==> src/rtl/vrs_pkg.sv <==
// Shared types and constants of the rope step unit.
// Used by every module of the project but vrs_ram; depends on nothing.
package vrs_pkg;

   localparam int SEGMENTS   = 16;
   localparam int NODE_COUNT = SEGMENTS + 1;
   localparam int NODE_W     = $clog2(NODE_COUNT);
   localparam int INDEX_W    = 6;
   localparam int CSR_IDX_W  = 2;

   localparam logic [CSR_IDX_W-1:0] CSR_GRAVITY = 2'd0;
   localparam logic [CSR_IDX_W-1:0] CSR_DAMPING = 2'd1;
   localparam logic [CSR_IDX_W-1:0] CSR_SEGLEN  = 2'd2;
   localparam logic [CSR_IDX_W-1:0] CSR_PASSES  = 2'd3;

   localparam logic [30:0] GRAVITY_RST = 31'd39321600;
   localparam logic [15:0] DAMPING_RST = 16'd64225;
   localparam logic [30:0] SEGLEN_RST  = 31'd524288;
   localparam logic [3:0]  PASSES_RST  = 4'd4;

   localparam logic CMD_STEP = 1'b1;

   // squared length below 0.0001 px
   localparam logic [63:0] SHORT_SQ = 64'd43;

   // last step counts of the iterative units
   localparam logic [4:0] SQRT_LAST = 5'd31;
   localparam logic [5:0] MD_LAST   = 6'd38;

   typedef enum logic [1:0] {
      WS_INIT  = 2'd0,
      WS_ANCH  = 2'd1,
      WS_INTEG = 2'd2,
      WS_A     = 2'd3
   } vrs_wsrc_type;

   typedef struct packed {
      logic               capture;
      logic               grav_sq;
      logic               grav_mul;
      logic               acc_step;
      logic [NODE_W-1:0]  node;
      logic [NODE_W-1:0]  raddr;
      logic [NODE_W-1:0]  waddr;
      logic               we_pos;
      logic               we_prev;
      vrs_wsrc_type       wsrc;
      logic               int_mul;
      logic               load_a;
      logic               load_b;
      logic               shift_a;
      logic               sq_x;
      logic               sq_y;
      logic               sqrt_start;
      logic               err_calc;
      logic               first_seg;
      logic               md_start;
      logic               md_y;
      logic               take_c;
      logic               upd;
      logic               em_load;
   } vrs_cmd_type;

   typedef struct packed {
      logic       is_step;
      logic       skip;
      logic       sqrt_done;
      logic       md_done;
      logic [3:0] passes;
   } vrs_stat_type;

endpackage

==> src/rtl/vrs_ctrl.sv <==
// Sequencer of the rope step unit: node and pass counters, handshakes.
// Depends on vrs_pkg.
module vrs_ctrl
   import vrs_pkg::*;
(
   input  logic         clock,
   input  logic         reset,
   input  logic         req_valid,
   output logic         req_stall,
   output logic         rsp_valid,
   input  logic         rsp_stall,
   input  vrs_stat_type stat,
   output vrs_cmd_type  cmd
);

   typedef enum logic [27:0] {
      ST_IDLE     = 28'h0000001,
      ST_DISPATCH = 28'h0000002,
      ST_INIT_WR  = 28'h0000004,
      ST_GRAV_SQ  = 28'h0000008,
      ST_GRAV_MUL = 28'h0000010,
      ST_INT_ANCH = 28'h0000020,
      ST_INT_RD   = 28'h0000040,
      ST_INT_MUL  = 28'h0000080,
      ST_INT_WR   = 28'h0000100,
      ST_RLX_RDA  = 28'h0000200,
      ST_RLX_LDA  = 28'h0000400,
      ST_RLX_RDB  = 28'h0000800,
      ST_RLX_LDB  = 28'h0001000,
      ST_RLX_SQX  = 28'h0002000,
      ST_RLX_SQY  = 28'h0004000,
      ST_RLX_SQS  = 28'h0008000,
      ST_RLX_SQW  = 28'h0010000,
      ST_RLX_ERR  = 28'h0020000,
      ST_RLX_MDX  = 28'h0040000,
      ST_RLX_MDXW = 28'h0080000,
      ST_RLX_MDY  = 28'h0100000,
      ST_RLX_MDYW = 28'h0200000,
      ST_RLX_UPD  = 28'h0400000,
      ST_RLX_WRA  = 28'h0800000,
      ST_RLX_WRB  = 28'h1000000,
      ST_EM_RD    = 28'h2000000,
      ST_EM_LD    = 28'h4000000,
      ST_EM_HOLD  = 28'h8000000
   } vrs_state_type;

   vrs_state_type     state_ff, state_in;
   logic [NODE_W-1:0] node_ff, node_in;
   logic [3:0]        pass_ff, pass_in;

   localparam logic [NODE_W-1:0] LAST_NODE = NODE_W'(SEGMENTS);
   localparam logic [NODE_W-1:0] LAST_SEG  = NODE_W'(SEGMENTS - 1);

   assign req_stall = state_ff != ST_IDLE;
   assign rsp_valid = state_ff == ST_EM_HOLD;

   always_comb begin
      state_in = state_ff;
      node_in  = node_ff;
      pass_in  = pass_ff;
      cmd      = '0;
      cmd.node = node_ff;
      cmd.waddr = node_ff;
      cmd.raddr = node_ff;
      case (state_ff)
         ST_IDLE: begin
            if (req_valid) begin
               cmd.capture = 1'b1;
               node_in     = '0;
               state_in    = ST_DISPATCH;
            end
         end
         ST_DISPATCH: begin
            state_in = stat.is_step ? ST_GRAV_SQ : ST_INIT_WR;
         end
         ST_INIT_WR: begin
            cmd.we_pos   = 1'b1;
            cmd.we_prev  = 1'b1;
            cmd.wsrc     = WS_INIT;
            cmd.acc_step = 1'b1;
            if (node_ff == LAST_NODE) begin
               node_in  = '0;
               state_in = ST_EM_RD;
            end else begin
               node_in = node_ff + 1'b1;
            end
         end
         ST_GRAV_SQ: begin
            cmd.grav_sq = 1'b1;
            state_in    = ST_GRAV_MUL;
         end
         ST_GRAV_MUL: begin
            cmd.grav_mul = 1'b1;
            state_in     = ST_INT_ANCH;
         end
         ST_INT_ANCH: begin
            cmd.waddr   = '0;
            cmd.we_pos  = 1'b1;
            cmd.we_prev = 1'b1;
            cmd.wsrc    = WS_ANCH;
            node_in     = NODE_W'(1);
            state_in    = ST_INT_RD;
         end
         ST_INT_RD: begin
            state_in = ST_INT_MUL;
         end
         ST_INT_MUL: begin
            cmd.int_mul = 1'b1;
            state_in    = ST_INT_WR;
         end
         ST_INT_WR: begin
            cmd.we_pos  = 1'b1;
            cmd.we_prev = 1'b1;
            cmd.wsrc    = WS_INTEG;
            if (node_ff == LAST_NODE) begin
               node_in  = '0;
               pass_in  = '0;
               state_in = (stat.passes == 4'd0) ? ST_EM_RD : ST_RLX_RDA;
            end else begin
               node_in  = node_ff + 1'b1;
               state_in = ST_INT_RD;
            end
         end
         ST_RLX_RDA: begin
            cmd.raddr = '0;
            state_in  = ST_RLX_LDA;
         end
         ST_RLX_LDA: begin
            cmd.load_a = 1'b1;
            state_in   = ST_RLX_RDB;
         end
         ST_RLX_RDB: begin
            cmd.raddr = node_ff + 1'b1;
            state_in  = ST_RLX_LDB;
         end
         ST_RLX_LDB: begin
            cmd.load_b = 1'b1;
            state_in   = ST_RLX_SQX;
         end
         ST_RLX_SQX: begin
            cmd.sq_x = 1'b1;
            state_in = ST_RLX_SQY;
         end
         ST_RLX_SQY: begin
            cmd.sq_y = 1'b1;
            state_in = ST_RLX_SQS;
         end
         ST_RLX_SQS: begin
            if (stat.skip) begin
               state_in = ST_RLX_WRA;
            end else begin
               cmd.sqrt_start = 1'b1;
               state_in       = ST_RLX_SQW;
            end
         end
         ST_RLX_SQW: begin
            if (stat.sqrt_done) begin
               state_in = ST_RLX_ERR;
            end
         end
         ST_RLX_ERR: begin
            cmd.err_calc  = 1'b1;
            cmd.first_seg = node_ff == '0;
            state_in      = ST_RLX_MDX;
         end
         ST_RLX_MDX: begin
            cmd.md_start = 1'b1;
            state_in     = ST_RLX_MDXW;
         end
         ST_RLX_MDXW: begin
            if (stat.md_done) begin
               cmd.take_c = 1'b1;
               state_in   = ST_RLX_MDY;
            end
         end
         ST_RLX_MDY: begin
            cmd.md_start = 1'b1;
            cmd.md_y     = 1'b1;
            state_in     = ST_RLX_MDYW;
         end
         ST_RLX_MDYW: begin
            cmd.md_y = 1'b1;
            if (stat.md_done) begin
               cmd.take_c = 1'b1;
               state_in   = ST_RLX_UPD;
            end
         end
         ST_RLX_UPD: begin
            cmd.upd       = 1'b1;
            cmd.first_seg = node_ff == '0;
            state_in      = ST_RLX_WRA;
         end
         ST_RLX_WRA: begin
            cmd.we_pos  = 1'b1;
            cmd.wsrc    = WS_A;
            cmd.shift_a = 1'b1;
            if (node_ff == LAST_SEG) begin
               state_in = ST_RLX_WRB;
            end else begin
               node_in  = node_ff + 1'b1;
               state_in = ST_RLX_RDB;
            end
         end
         ST_RLX_WRB: begin
            cmd.waddr  = LAST_NODE;
            cmd.we_pos = 1'b1;
            cmd.wsrc   = WS_A;
            node_in    = '0;
            if ({1'b0, pass_ff} + 5'd1 == {1'b0, stat.passes}) begin
               state_in = ST_EM_RD;
            end else begin
               pass_in  = pass_ff + 4'd1;
               state_in = ST_RLX_RDA;
            end
         end
         ST_EM_RD: begin
            state_in = ST_EM_LD;
         end
         ST_EM_LD: begin
            cmd.em_load = 1'b1;
            state_in    = ST_EM_HOLD;
         end
         ST_EM_HOLD: begin
            if (!rsp_stall) begin
               if (node_ff == LAST_NODE) begin
                  state_in = ST_IDLE;
               end else begin
                  node_in  = node_ff + 1'b1;
                  state_in = ST_EM_RD;
               end
            end
         end
         default: begin
            state_in = ST_IDLE;
         end
      endcase
   end

   always_ff @(posedge clock) begin
      if (reset) begin
         state_ff <= ST_IDLE;
         node_ff  <= '0;
         pass_ff  <= '0;
      end else begin
         state_ff <= state_in;
         node_ff  <= node_in;
         pass_ff  <= pass_in;
      end
   end

endmodule

==> config.mk <==
export PLATFORM = sky130hd
export DESIGN_NAME = vrs_ctrl
export DESIGN_NICKNAME = d
export VERILOG_FILES = /design/src/rtl/vrs_pkg.sv /design/src/rtl/vrs_ctrl.sv
export SDC_FILE = /design/constraint.sdc
export NUM_CORES = 1
export LEC_CHECK = 0
export ABC_CLOCK_PERIOD_IN_PS = 3600
export BUFFER_PORTS_ARGS = -buffer_cell sky130_fd_sc_hd__clkbuf_2
export CAP_MARGIN = 20
export CORE_MARGIN = 2
export CORE_UTILIZATION = 56
export DETAILED_ROUTE_END_ITERATION = 8
export PLACE_DENSITY = 0.81
export SLEW_MARGIN = 15
export SYNTH_ARGS = -nofsm -noshare
export SYNTH_HDL_FRONTEND = slang
export SYNTH_SLANG_ARGS = --single-unit
export TNS_END_PERCENT = 50
==> constraint.sdc <==
create_clock -name clock -period 3.6 [get_ports clock]
set_input_delay 0 -clock clock [delete_from_list [all_inputs] [get_ports clock]]
set_output_delay 0 -clock clock [all_outputs]
set_load 0.05 [all_outputs]
==> flow_summary.yaml, run 1 <==
detailed_routing:
  drc: 0
  ant_nets: 0
  wl_per_cell_um: 16.0
  post_drt_via_cell_ratio: 6.10
  drtIter0Drc: 229
  drt_wl_total_um: 7220
  dr.pass1.iters: 4
  vias: 2756
power_and_ir_drop:
  power.density_nw_per_um2: 362
  peakVddDrop_mv: 0.337
  leakage_nw: 1.27
yosys:
  synthAdderAreaFrac_pct: 1.87
  synth.avg_cell_area_um2: 7.78
  synthFlopType: "dfxtp_1"
  seq_area_frac_synth_pct: 27.7
  ys_ff_latch: 37
  yosysUniqueCellTypes: 64
  synth-edff-count: 0
  synth-compound-area-share_pct: 14.1
  synthArstFlopShare_pct: 0
  yosysWarningCount: 0
  muxShareOfSynthArea_pct: 1.17
  netlist_instances: 343
  netlist_area_um2: 2670
  syn_nets: 359
  synth_top_family_by_area: "simple AND/OR/NAND/NOR gates"
  synthSimpleGateAreaFrac_pct: 42.7
  synthXorXnorAreaFrac_pct: 4.26
worst_setup_path:
  endpoint_kind: "output port"
  critPathRequiredTime_ns: 3.60
  cpMaxStageDelayCell: "or4_2"
  cp-start-kind: "flip-flop"
  crit_chain: "or4_1, or4_4, or4_2, nor4_1, a21oi_1, o21ai_0, clkbuf_2"
  cpPeakStageDelay_ns: 0.68
  worstPathArrival_ns: 3.31
  worstSetupPathType: "reg2out"
  cp_max_fo: 10
timing:
  drv_slew: 0
  setup_tns_ns: 0
  fin_crit_sh_pct: 91.9
  setup_ws_ns: 0.290
  relSlewSlack_pct: 40.3
  fin_crit_ns: 3.31
  setup-violations-final: 0
  fmax_mhz: 302
  rsz0062_at_grt: "no"
  finClkSkew_ns: 0.00600
  hold_viol: 0
  worst_pin_slew_ns: 0.872
clock_tree:
  clock-sinks: 37
  cts_tree: "built"
  cts_root_buf: "clkbuf_8"
  insertion_delay_ns: 0.29
  ctsLongestPathBuffers: 2
  cts_buffers: 5
  h-tree-depth: 2
  cts_setup_buffers: 0
  path_clk_slew_ns: 0.07
floorplan:
  die_x_um: 73.1
  pin_count: 51
  dieArea_um2: 5340
  core_um2: 4660
  initial_core_util_pct: 57.3
  rows: 25
  chipHeight_um: 73.1
grt:
  gr-usage-met3_pct: 5.25
  gr-usage-met2_pct: 46.0
  grt_usage_pct: 28.4
  grt_pass1_wl_um: 11900
  use_met1_pct: 38.5
  grt-busiest-layer: "met2"
  grt_overflow: 0
  grt_antenna_before_repair: 0
  grt_max_degree: 20
  grt_pass1_vias: 2422
min_path:
  min_path_type: "in2reg"
status:
  status: "finished, final reports clean"
finish:
  diodes: 0
  fin_nets: 413
  layout_common_cells: "clkbuf_2 (50), nor2_1 (37), dfxtp_1 (37), nand2_1 (26), nor4_1 (24)"
  synthToLayoutAreaGrowth_pct: 16.4
  utilization_pct: 66.7
  final_common_cell: "clkbuf_2"
  drive_gt1_share_pct: 23.9
run:
  cap_violations: 0
place:
  pre_cts_ws_ns: 0.475
  hpwl_um: 5410
  port_buffers: 50
  gp_congestion: 0.964
-- metrics by stage --
stage	instances	hold WS, ns	total power, mW	cell area, um^2
2_1_floorplan	343	0.141	0.623	2690
3_3_place_gp	441	0.252	0.699	2950
3_5_place_dp	441	0.273	0.701	2950
4_1_cts	452	0.0527	1.13	3110
5_1_grt	452	0.0632	1.18	3110
6_report	452	0.0616	1.13	3110
-- cells by family after synthesis --
logic type / Yosys count
flops: 37
mux: 3
simple gates: 192
compound gates: 60
xor+xnor: 13
fa+ha+maj: 4
buf+inv: 34
-- final cells by class --
| class | instances | area, um^2 |
|---|---|---|
| Inverter | 14 | 52.6 |
| Clock buffer | 5 | 68.8 |
| Sequential cell | 37 | 741 |
| Timing Repair Buffer | 67 | 385 |
| Fill cell | 405 | 1550 |
| Clock inverter | 3 | 65.1 |
| Multi-Input combinational cell | 272 | 1730 |
| Tap cell | 54 | 67.6 |
-- final timing paths --
check               startpoint           end  slack, ns  cells past startpoint
setup / recovery  state_ff[21]       cmd[26]       0.29                      7
hold / removal         stat[5]  state_ff[16]       0.06                      3
setup reg to reg  state_ff[21]    node_ff[3]       0.42                      7
hold reg to reg   state_ff[25]  state_ff[26]       0.54                      2
-- report_power, final --
part	switching, mW	internal [mW]	leakage (nW)
combinational	0.167	0.105	0.908
sequential	0.0119	0.415	0.298
clock	0.152	0.275	0.0681
-- critical path, delay by kind of cell (launching register included) --
| kind | cells | cell delay (ns) |
|---|---|---|
| flops | 1 | 0.41 |
| simple gates | 4 | 2.04 |
| compound gates | 2 | 0.24 |
| buf+inv | 1 | 0.31 |
-- cells in the mapped netlist, drive strengths merged (3+ instances only) --
master  number  area [um^2]
a21oi       20          100
nor2b        6         37.5
xnor2        8         70.1
nand3b       3         22.5
nor4b        6         67.6
and3         3         18.8
inv         14         52.6
or2          3         18.8
nand4b       3         26.3
nor3b        5         37.5
nand2       26         97.6
buf         10         82.6
o21ai       18         90.1
nor3        21          116
nand3        6         30.0
nand2b       4         25.0
or3          5         31.3
or3b         3         26.3
a22oi        4         30.0
and2         7         43.8
nand4        8         56.3
xor2         5         43.8
a31oi        3         18.8
ha           4         50.1
nor2        37          139
dfxtp       37          741
nor4        27          181
or4         12          103
clkbuf       8         61.3
-- sequential cells by signal, summed over array words and instances, names as in the netlist --
register,cells
state_ff,28
node_ff,5
pass_ff,4
-- metal layers --
metal / part of all wire, % / up-vias / wire, um
li1: - / 1385 / -
met1: 44 / 1270 / 3190
met2: 48 / 91 / 3430
met3: 6.9 / 10 / 497
met4: 1.4 / 0 / 102
met5: 0 / - / 0
-- what timing repair did --
| item | 4_1_cts | 5_1_grt |
|---|---|---|
| hold buffers | 3 | 0 |
| endpoints found under the setup margin | 0 | 0 |
| endpoints found under the hold margin | 3 | 0 |
| resized for setup | 0 | 0 |
Note: power is estimated with default switching activity, not from simulation.
==> run 2: changes to the inputs <==
--- a/config.mk
+++ b/config.mk
@@ -12,5 +12,7 @@
 export CORE_UTILIZATION = 56
 export DETAILED_ROUTE_END_ITERATION = 8
+export HOLD_SLACK_MARGIN = 0.05
 export PLACE_DENSITY = 0.81
+export SETUP_SLACK_MARGIN = 0.4
 export SLEW_MARGIN = 15
 export SYNTH_ARGS = -nofsm -noshare
==> constraint.sdc (replaced) <==
create_clock -name clock -period 3.6 [get_ports clock]
set_input_delay 0.36 -clock clock [delete_from_list [all_inputs] [get_ports clock]]
set_output_delay 0.36 -clock clock [all_outputs]
set_load 0.05 [all_outputs]
==> flow_summary.yaml, run 2 (same netlist as run 1, synthesis figures left out) <==
grt:
  grt-busiest-layer: "met2"
  grt_max_degree: 20
  grt_usage_pct: 29.5
  grt_pass1_vias: 2503
  use_met1_pct: 38.5
  gr-usage-met3_pct: 5.25
  gr-usage-met2_pct: 48.5
  grt_pass1_wl_um: 12200
  grt_overflow: 0
  grt_antenna_before_repair: 0
finish:
  utilization_pct: 71.0
  num-fill-cells: 371
  diodes: 0
  largestRegisters: "state_ff x28, node_ff x5, pass_ff x4"
  final_area_um2: 3310
  largest_reg_flops: 28
  regMostFlops: "state_ff"
  final_common_cell: "clkbuf_2"
  final_cells: 461
  layout_common_cells: "clkbuf_2 (41), nor2_1 (36), dfxtp_1 (30), buf_4 (27), nand2_1 (26)"
  fin_nets: 422
  drive_gt1_share_pct: 31.2
  synthToLayoutAreaGrowth_pct: 23.9
worst_setup_path:
  worstSetupPathType: "reg2out"
  cp-start-kind: "flip-flop"
  endpoint_kind: "output port"
  path_delay_family: "simple AND/OR/NAND/NOR gates"
  worstPathArrival_ns: 2.88
  critPathRequiredTime_ns: 3.24
  crit_chain: "or4_4, or4_4, or4_4, nor2_2, a22oi_1, o21ai_1, clkbuf_8"
  r2r_setup_slack_ns: 0.44
  reg2reg_depth: 8
  cpPeakStageDelay_ns: 0.57
  crit_buf_inv: 1
  regToRegStartpoint: "state_ff[0]"
  cpMaxStageDelayCell: "or4_4"
  worstReg2RegEnd: "node_ff[3]"
  cp_max_fo: 7
  timing.critical_path.mode_cell: "or4_4"
min_path:
  whs_path_depth: 2
  min_to: "state_ff[3]"
  min_path_type: "in2reg"
  hp-start: "stat[7]"
power_and_ir_drop:
  clockPowerShare_pct: 37.4
  power.density_nw_per_um2: 353
  total_power_mw: 1.17
  power_switching_mw: 0.354
  p_int_mw: 0.813
  p_comb_share_pct: 26.5
  pwr-share-seq_pct: 36.1
  switching_share_pct: 30.4
  peakVddDrop_mv: 0.191
  leakage_nw: 1.35
timing:
  holdWs_ns: 0.318
  worst_pin_slew_ns: 0.864
  fin_crit_sh_pct: 89.9
  fin_crit_ns: 3.24
  setup_tns_ns: 0
  setup_ws_ns: 0.364
  relSlewSlack_pct: 40.9
  drv_slew: 0
  fmax_mhz: 309
  hold_viol: 0
  setup-violations-final: 0
  rsz0062_at_grt: "yes"
  finClkSkew_ns: 0.00645
floorplan:
  die_x_um: 73.1
  pin_count: 51
  chipHeight_um: 73.1
  initial_core_util_pct: 57.3
  rows: 25
  dieArea_um2: 5340
  core_um2: 4660
detailed_routing:
  drtIter0Drc: 183
  drc: 0
  dr.pass1.iters: 4
  drt_wl_total_um: 7600
  vias: 2848
  wl_per_cell_um: 16.5
  post_drt_via_cell_ratio: 6.18
  ant_nets: 0
place:
  pre_cts_ws_ns: 0.317
  dp.cells: 445
  place_area_um2: 3020
  gp_congestion: 0.899
  port_buffers: 50
  hpwl_um: 5470
clock_tree:
  cts_buffers: 5
  ctsLongestPathBuffers: 2
  insertion_delay_ns: 0.30
  h-tree-depth: 2
  clock-sinks: 37
  path_clk_slew_ns: 0.08
  cts_root_buf: "clkbuf_8"
  cts_tree: "built"
status:
  status: "finished, final reports clean"
run:
  cap_violations: 0
## run 2: worst max path at each step
stage                 start      end  slack, ns  cells past startpoint
2_1_floorplan   state_ff[1]  cmd[24]       0.19                      7
3_3_place_gp   state_ff[21]  cmd[26]       0.36                      7
4_1_cts         state_ff[1]  cmd[26]       0.35                      7
5_1_grt        state_ff[13]  cmd[25]       0.31                      7
6_report        state_ff[0]  cmd[25]       0.36                      7
3_5_place_dp   state_ff[21]  cmd[26]       0.32                      7
## run 2: worst reg2reg max path: stages (launching register included)
cell	delay (ns)
dfxtp_4	0.35
or4_4	0.54
or4_4	0.57
buf_4	0.17
nor4b_4	0.40
nor3_1	0.11
a41o_2	0.35
or4_1	0.47
a21oi_1	0.15
## run 2: power by group through the flow
stage | combinational [mW] | sequential [mW] | clock (mW)
after floorplan | 0.206 | 0.431 | 0
after global placement | 0.269 | 0.435 | 0
after detailed placement | 0.271 | 0.437 | 0
after CTS | 0.299 | 0.422 | 0.437
after global routing | 0.333 | 0.422 | 0.453
final | 0.309 | 0.421 | 0.437
## run 2: layout make-up
type                       instances  area [um^2]  share of cell area (%)
multi-input combinational        272         1810                    54.7
clock buffer                       5         68.8                    2.08
tap                               54         67.6                    2.04
sequential                        37          759                    22.9
timing repair buffer              76          484                    14.6
inverter                          14         52.6                    1.59
clock inverter                     3         65.1                    1.97
## run 2: layer usage
| metal | routed length, um | vias up | share of wire [%] |
|---|---|---|---|
| met5 | 0 | - | 0 |
| met4 | 106 | 0 | 1.4 |
| met3 | 445 | 11 | 5.9 |
| met2 | 3700 | 100 | 49 |
| met1 | 3350 | 1335 | 44 |
| li1 | - | 1402 | - |
## run 2: repair_timing
action | CTS | global route
endpoints found under the hold margin | 0 | 0
setup buffers | 4 | 4
hold buffers | 0 | 0
resized for setup | 20 | 12
setup endpoints to repair | 11 | 17
pin swaps | 6 | 7
gates cloned | 0 | 0
==> run 3: changes to the inputs <==
- RECOVER_POWER: unset -> 100
==> flow_summary.yaml, run 3 (same netlist as run 1, synthesis figures left out) <==
finish:
  drive_gt1_share_pct: 23.1
  layout_common_cells: "nor2_1 (36), dfxtp_1 (31), nand2_1 (26), clkbuf_1 (26), buf_4 (24)"
  synthToLayoutAreaGrowth_pct: 21.4
  regMostFlops: "state_ff"
  utilization_pct: 69.6
  largestRegisters: "state_ff x28, node_ff x5, pass_ff x4"
  num-fill-cells: 392
  final_common_cell: "nor2_1"
  largest_reg_flops: 28
  diodes: 0
  fin_nets: 422
floorplan:
  initial_core_util_pct: 57.3
  die_x_um: 73.1
  dieArea_um2: 5340
  rows: 25
  chipHeight_um: 73.1
  core_um2: 4660
  pin_count: 51
timing:
  fin_crit_ns: 3.35
  finClkSkew_ns: 0.00597
  drv_slew: 0
  fmax_mhz: 298
  setup_tns_ns: 0
  setup-violations-final: 0
  relSlewSlack_pct: 41.7
  rsz0062_at_grt: "yes"
  holdWs_ns: 0.317
  hold_viol: 0
  fin_crit_sh_pct: 93.1
  worst_pin_slew_ns: 0.853
grt:
  grt_usage_pct: 29.5
  grt_pass1_wl_um: 12200
  grt_max_degree: 20
  grt_overflow: 0
  grt_pass1_vias: 2503
  grt_antenna_before_repair: 0
detailed_routing:
  drtIter0Drc: 151
  dr.pass1.iters: 4
  wl_per_cell_um: 16.4
  ant_nets: 0
  post_drt_via_cell_ratio: 6.17
  drc: 0
  drt_wl_total_um: 7560
  vias: 2845
run:
  cap_violations: 0
status:
  status: "finished, final reports clean"
clock_tree:
  ctsLongestPathBuffers: 2
  cts_root_buf: "clkbuf_8"
  insertion_delay_ns: 0.29
  h-tree-depth: 2
  cts_buffers: 5
  cts_tree: "built"
  cts_hold_buf: 0
  clock-sinks: 37
  path_clk_slew_ns: 0.08
place:
  port_buffers: 50
  hpwl_um: 5470
  gp_congestion: 0.899
power_and_ir_drop:
  peakVddDrop_mv: 0.187
  power.density_nw_per_um2: 356
  leakage_nw: 1.25
  total_power_mw: 1.15
worst_setup_path:
  worstReg2RegEnd: "node_ff[3]"
  reg2reg_depth: 8
  worstSetupPathType: "reg2out"
  endpoint_kind: "output port"
  cpPeakStageDelay_ns: 0.61
  cp_max_fo: 7
  crit_chain: "or4_1, or4_1, or4_4, nor2_2, a22oi_1, o21ai_1, clkbuf_8"
  cpMaxStageDelayCell: "or4_1"
  regToRegStartpoint: "state_ff[13]"
  crit_buf_inv: 1
  r2r_setup_slack_ns: 0.31
  critPathRequiredTime_ns: 3.24
  timing.critical_path.mode_cell: "or4_1"
  worstPathArrival_ns: 2.99
  path_delay_family: "simple AND/OR/NAND/NOR gates"
  cp-start-kind: "flip-flop"
min_path:
  min_to: "state_ff[3]"
  whs_path_depth: 2
  min_path_type: "in2reg"
  hp-start: "stat[7]"
[run 3: cell types whose count changed in the layout (fill, tap and decap cells not counted), sizes merged]
cell	previous run	this run
buf	32	25
clkbuf	49	56
[run 3: per-layer routing]
metal | wire [um] | global-route usage [%] | share of wire [%]
met1 | 3360 | 38.5 | 44
met2 | 3630 | 48.5 | 48
met3 | 439 | 5.25 | 5.8
met4 | 124 | 10.9 | 1.6
met5 | 0 | 0 | 0
[run 3: how the worst max path moves through the flow]
stage	startpoint	endpoint	slack, ns	cells past startpoint
3_3_place_gp	state_ff[21]	cmd[26]	0.36	7
3_5_place_dp	state_ff[21]	cmd[26]	0.32	7
5_1_grt	state_ff[9]	cmd[2]	0.12	6
2_1_floorplan	state_ff[1]	cmd[24]	0.19	7
4_1_cts	state_ff[1]	cmd[26]	0.35	7
6_report	state_ff[13]	cmd[25]	0.25	7
[run 3: layout make-up]
type,count,area (um^2),area share [%]
Tap cell,54,67.6,2.08
Clock inverter,3,65.1,2.01
Multi-Input combinational cell,272,1790,55.2
Clock buffer,5,68.8,2.12
Timing Repair Buffer,76,444,13.7
Inverter,14,52.6,1.62
Sequential cell,37,756,23.3
[run 3: where the power goes]
part	switching [mW]	internal, mW
registers	0.00489	0.417
logic	0.185	0.111
clock network	0.160	0.275
total	0.351	0.804
[run 3: what timing repair did]
action	4_1_cts	5_1_grt
gates resized for setup	20	12
setup endpoints to repair	11	17
buffers inserted	4	4
pin swaps	6	7
[run 3: per-stage QoR]
stage	cell area, um^2	setup slack (ns)	cells
final	3240	0.250	461
after global routing	3240	0.121	461
after CTS	3250	0.348	457
after detailed placement	3020	0.317	445
after global placement	3020	0.357	445
after floorplan	2750	0.190	343
